## config.mk

```make
export PLATFORM = sky130hd
export DESIGN_NAME = mhpq_ctrl
export DESIGN_NICKNAME = d
export VERILOG_FILES = /design/src/sv/mhpq_pkg.sv /design/src/sv/mhpq_ctrl.sv
export SDC_FILE = /design/constraint.sdc
export NUM_CORES = 1
export LEC_CHECK = 0
export ABC_AREA = 1
export BUFFER_PORTS_ARGS = -buffer_cell sky130_fd_sc_hd__buf_4
export CAP_MARGIN = 20
export CORE_AREA = 10 10 47 49
export DETAILED_ROUTE_END_ITERATION = 7
export DIE_AREA = 0 0 57 59
export PLACE_DENSITY = 0.56
export SYNTH_ARGS = -nofsm -noshare
export SYNTH_HDL_FRONTEND = slang
export SYNTH_SLANG_ARGS = --single-unit
```

## constraint.sdc

```tcl
create_clock -name clock -period 1.22 [get_ports clock]
set_input_delay 0.061 -clock clock [delete_from_list [all_inputs] [get_ports clock]]
set_output_delay 0.061 -clock clock [all_outputs]
set_load 0.02 [all_outputs]
```

## src/sv/mhpq_pkg.sv

```systemverilog
package mhpq_pkg;

   localparam int PRI_W      = 32;
   localparam int TAG_W      = 16;
   localparam int CNT_W      = 9;
   localparam int STAT_W     = 2;
   localparam int REQ_DATA_W = 48;
   localparam int RSP_DATA_W = 64;
   localparam int RSP_PAD_W  = RSP_DATA_W - PRI_W - TAG_W - CNT_W;

   typedef logic [STAT_W-1:0] status_type;

   localparam status_type ST_OK    = 2'd0;
   localparam status_type ST_EMPTY = 2'd1;
   localparam status_type ST_FULL  = 2'd2;

   localparam logic OP_INSERT  = 1'b0;
   localparam logic OP_EXTRACT = 1'b1;

   // controller -> datapath
   typedef struct packed {
      logic capture;    // latch request, clear result
      logic ins_begin;  // open hole at the end, read its parent
      logic up_step;    // move parent down into hole
      logic place;      // write held entry into hole
      logic ext_begin;  // read root and last entry
      logic ext_load;   // take root as result, last entry into hand
      logic down_step;  // move smaller child up into hole
      logic set_full;
      logic set_empty;
      logic rsp_load;
   } cmd_type;

   // datapath -> controller
   typedef struct packed {
      logic full;
      logic empty;
      logic last;
      logic up_move;
      logic par_root;
      logic down_move;
   } flag_type;

endpackage

```

## src/sv/mhpq_ctrl.sv

```systemverilog
module mhpq_ctrl
   import mhpq_pkg::*;
(
   input  logic     clock,
   input  logic     reset,
   input  logic     req_tvalid,
   output logic     req_tready,
   input  logic     req_op,
   output logic     rsp_tvalid,
   input  logic     rsp_tready,
   input  flag_type flags,
   output cmd_type  cmd
);

   localparam logic [2:0] S_IDLE  = 3'd0;
   localparam logic [2:0] S_INS   = 3'd1;
   localparam logic [2:0] S_UP    = 3'd2;
   localparam logic [2:0] S_PLACE = 3'd3;
   localparam logic [2:0] S_EXT   = 3'd4;
   localparam logic [2:0] S_EXLD  = 3'd5;
   localparam logic [2:0] S_DOWN  = 3'd6;
   localparam logic [2:0] S_DONE  = 3'd7;

   logic [2:0] state_ff, state_in;
   logic       rsp_valid_ff, rsp_valid_in;

   always_ff @(posedge clock) begin
      if (reset) begin
         state_ff     <= S_IDLE;
         rsp_valid_ff <= 1'b0;
      end else begin
         state_ff     <= state_in;
         rsp_valid_ff <= rsp_valid_in;
      end
   end

   assign req_tready = (state_ff == S_IDLE);
   assign rsp_tvalid = rsp_valid_ff;

   always_comb begin
      cmd          = '0;
      state_in     = state_ff;
      rsp_valid_in = rsp_valid_ff && !rsp_tready;
      unique case (state_ff)
         S_IDLE: begin
            if (req_tvalid) begin
               cmd.capture = 1'b1;
               state_in    = (req_op == OP_EXTRACT) ? S_EXT : S_INS;
            end
         end
         S_INS: begin
            if (flags.full) begin
               cmd.set_full = 1'b1;
               state_in     = S_DONE;
            end else begin
               cmd.ins_begin = 1'b1;
               state_in      = flags.empty ? S_PLACE : S_UP;
            end
         end
         S_UP: begin
            if (flags.up_move) begin
               cmd.up_step = 1'b1;
               state_in    = flags.par_root ? S_PLACE : S_UP;
            end else begin
               cmd.place = 1'b1;
               state_in  = S_DONE;
            end
         end
         S_PLACE: begin
            cmd.place = 1'b1;
            state_in  = S_DONE;
         end
         S_EXT: begin
            if (flags.empty) begin
               cmd.set_empty = 1'b1;
               state_in      = S_DONE;
            end else begin
               cmd.ext_begin = 1'b1;
               state_in      = S_EXLD;
            end
         end
         S_EXLD: begin
            cmd.ext_load = 1'b1;
            state_in     = flags.last ? S_DONE : S_DOWN;
         end
         S_DOWN: begin
            if (flags.down_move) begin
               cmd.down_step = 1'b1;
            end else begin
               cmd.place = 1'b1;
               state_in  = S_DONE;
            end
         end
         S_DONE: begin
            if (!rsp_valid_ff || rsp_tready) begin
               cmd.rsp_load = 1'b1;
               rsp_valid_in = 1'b1;
               state_in     = S_IDLE;
            end
         end
         default: state_in = S_IDLE;
      endcase
   end

endmodule

```

After elaboration in Yosys (flattened, before gate mapping)
Cells that the tools add are included.

Output and inout bits: 12. Bits of input ports: 11. Bits in registers: 4. Logic and storage cells: 51.

Eq/ne operators: 10. Reduce and logical (&&, ||, !) cells: 6. Multiplexer cells: 33.

Operators with widths (number): 1-bit two-way mux (24); 3-bit case mux with 8 select lines (1); 3-bit two-way mux (6); 3-bit equality test, second input constant (4); 3-bit by 2-bit equality test with 1-bit output, second input constant (2); 2-bit inequality test, second input constant (3); 3-bit by 1-bit equality test with 1-bit output, second input constant (1); 3-bit logical NOT (1); 1-bit case mux with 3 select lines (1); 3-bit AND reduction (1); 1-bit logical NOT (2); 2-bit two-way mux (1); 1-bit logical AND (1); 1-bit logical OR (1).

Depth between registers and ports, before layout
Depth in word-level cells: 4. Gate-level depth with buffers: 9.

Least setup slack after synthesis
Ideal clock, no wire load.

Path type: reg2out. Start: register state_ff[2]. End: output port cmd[2] (netlist bit). Slack: -0.008 ns. Required time: 1.159 ns. Arrival time: 1.167 ns. Cell stages (with the launch flop): 3. Cells stage by stage: dfxtp_1 -> clkbuf_8 -> nor4_1.

RTL lines: start: declaration (RTL line mhpq_ctrl.sv:24) `logic [2:0] state_ff, state_in;`; start signal: assignment (RTL line mhpq_ctrl.sv:32) `state_ff <= state_in;`; end: declaration (RTL line mhpq_ctrl.sv:12) `output cmd_type cmd`.

==> results.json <==
{
  "dp_cells": 114,
  "cts_tree": "yes",
  "numPortBuffers": 22,
  "syn_avg_cell_area_sq_um": 5.74,
  "start_kind": "register",
  "final-setup-viol-count": 6,
  "p_leak_nw": 0.453,
  "cp_max_fo": 6,
  "dieArea_sq_um": 3360,
  "min_from": "rsp_tready",
  "drt_iter0_drc": 3,
  "wl_met2_microns": 935,
  "vias": 588,
  "core.rowCount": 14,
  "drive_above_1_share_pct": 62.8,
  "rsz0062_at_grt": "true",
  "num-nets-final": 126,
  "wl_per_cell_microns": 12.4,
  "relSlewSlack_pct": 86.5,
  "ant_nets": 0,
  "first_pass_iters": 2,
  "htreeDepth": 1,
  "topRoutingLayerUsed": "met3",
  "hold_depth": 4,
  "cts_root_buf": "clkbuf_4",
  "ios": 23,
  "antenna_found_initial": 0,
  "synthCells": 70,
  "cts.path.max_buffers": 2,
  "fp.dieW_microns": 57,
  "grt-ovfl-total": 0,
  "drcViolationCount": 0,
  "first_global_vias": 578,
  "endpoint_kind": "primary output",
  "setup_ws_ns": -0.0561,
  "powerDensity_nw_per_um2": 2270,
  "tightest_slew_ns": 0.201,
  "globalplace.congestion": 0.839,
  "num_antenna_cells": 0,
  "finalPower_mw": 1.98,
  "whs_endpoint": "rsp_tvalid$_SDFF_PP0_",
  "r2r_setup_slack_ns": 0,
  "syn_to_final_growth_pct": 117,
  "synth_area_sq_um": 402,
  "clock-sinks": 4,
  "netlist.area_leader.share_pct": 19.9,
  "ys.warnings.count": 0,
  "r2r_end": "state_ff[0]$_SDFFE_PP0P_",
  "vdd_drop_max_v": 0.00138,
  "seq_area_frac_synth_pct": 19.9,
  "max_clock_freq_mhz": 784,
  "wl_met1_microns": 624,
  "hpwl_microns": 1100,
  "finalNonFillerCells": 129,
  "numCtsBuffers": 3,
  "clock_latency_ns": 0.23,
  "ys_ff_latch": 4,
  "die_y_microns": 59,
  "r2r_start": "state_ff[2]$_SDFFE_PP0P_",
  "path_class": "register to primary output",
  "grt_pass1_wl_microns": 2350,
  "hold_violations": 0,
  "vias_per_cell": 4.56,
  "dp_slack_ns": 0.00288,
  "start_util_pct": 28.7,
  "clk_pin_slew_ns": 0.03,
  "maxSlewViolCount": 0,
  "required_ns": 1.16,
  "violations": "setup timing",
  "drt_wl_total_microns": 1600,
  "r2r_cells": 8,
  "wl_met3_microns": 43,
  "grt_max_degree": 9,
  "finalCriticalPeriod_ns": 1.28,
  "synthesis.nets": 81,
  "fin_util_pct": 62.1,
  "critPathLaunch": "state_ff[2]$_SDFFE_PP0P_",
  "synth_area_leaders": "dfxtp_1 (20%), nand2_1 (15%), inv_1 (11%)",
  "coreArea_sq_um": 1400,
  "hp-class": "primary input to register",
  "cap_violations": 0,
  "grt_usage_pct": 8.30,
  "status": "complete, but fails checks",
  "fin_skew_ns": 0.00185,
  "finalCritPeriodShare_pct": 105,
  "synth.distinct_cells": 20,
  "yosysTopAreaCell": "dfxtp_1",
  "arrival_ns": 1.22
}
[cell usage after synthesis]
library cell and instances:
a21oi_2 1, buf_6 1, o22ai_1 1, inv_1 12, nor4_1 1, nor3_1 2
a21oi_1 2, nand3_1 4, nor2_1 12, o211ai_1 2, nand3_2 1, nand4_1 2
o21ai_0 1, nand2_1 16, dfxtp_1 4, clkbuf_8 1, nor2_2 4, inv_4 1
inv_2 1, nand3b_1 1
[where the power goes]
group / switching (mW) / internal (mW) / total [mW]
logic: 0.736 / 0.742 / 1.48
registers: 0.136 / 0.205 / 0.341
clock network: 0.0477 / 0.110 / 0.157
total: 0.920 / 1.06 / 1.98
[metal layers]
layer | track usage [%] | vias up
met2 | 16.3 | 9
li1 | - | 311
met4 | 3.02 | 0
met3 | 1.50 | 0
met1 | 8.43 | 268
met5 | 0 | -
[cells in the final DEF, fill, tap and decap left out, types with 2 or more instances in the layout]
| cell type | Yosys | layout |
|---|---|---|
| buf_4 | 0 | 34 |
| inv_1 | 12 | 12 |
| nor2_1 | 12 | 8 |
| nand2_1 | 16 | 8 |
| buf_6 | 1 | 7 |
| nand2_2 | 0 | 6 |
| nor2_4 | 0 | 4 |
| nor2_2 | 4 | 4 |
| nand3_1 | 4 | 3 |
| clkbuf_4 | 0 | 3 |
| dfxtp_4 | 0 | 3 |
| nor3_1 | 2 | 2 |
| nand2_4 | 0 | 2 |
| nand3_2 | 1 | 2 |
| o211ai_1 | 2 | 2 |
| nand4_1 | 2 | 2 |
| a21oi_2 | 1 | 2 |
[metrics by stage]
step	TNS (ns)	instance area [sq um]	hold WS, ns
after global routing	-0.676	870	0.160
final	-0.169	870	0.116
after CTS	-0.0470	764	0.103
after floorplan	0	408	0.123
after global placement	0	628	0.242
after detailed placement	0	628	0.243
[critical path, cell delays in order (launching register included)]
cell and delay [ns]:
dfxtp_4 0.40, buf_6 0.12, nand3_2 0.07, o211ai_1 0.21, buf_4 0.18
[cell families (layout without fill, tap and decap cells)]
family	Yosys count	in the layout	share of synthesized area [%]
buf+inv	16	59	19.9
compound gates	7	7	11.2
simple gates	43	43	48.9
flops	4	4	19.9
[what timing repair did]
action / in CTS / in global routing
setup endpoints to repair: 11 / 10
setup buffers: 7 / 7
pin swaps: 5 / 12
resized for setup: 21 / 16
cloned: 0 / 0
hold buffers: 1 / 0
hold endpoints to repair: 1 / 0
[final cells by class]
| type | instances | area (sq um) |
|---|---|---|
| clock buffer | 3 | 22.5 |
| fill | 123 | 532 |
| inverter | 14 | 60.1 |
| tap | 16 | 20.0 |
| timing repair buffer | 42 | 344 |
| sequential | 4 | 91.3 |
| multi-input combinational | 50 | 332 |
[sequential cells by signal, indices dropped and copies added, names as in the netlist]
register    cells
state_ff        3
rsp_tvalid      1
[how the worst max path moves through the flow]
stage / endpoint / slack, ns / cells past startpoint
final: cmd[6] / -0.06 / 4
after floorplan: state_ff[0]$_SDFFE_PP0P_ / 0.16 / 8
after global routing: cmd[6] / -0.13 / 4
after global placement: state_ff[2]$_SDFFE_PP0P_ / 0.04 / 5
after CTS: cmd[6] / -0.02 / 5
after detailed placement: state_ff[2]$_SDFFE_PP0P_ / 0.003 / 5
(Power assumes the default switching activity.)
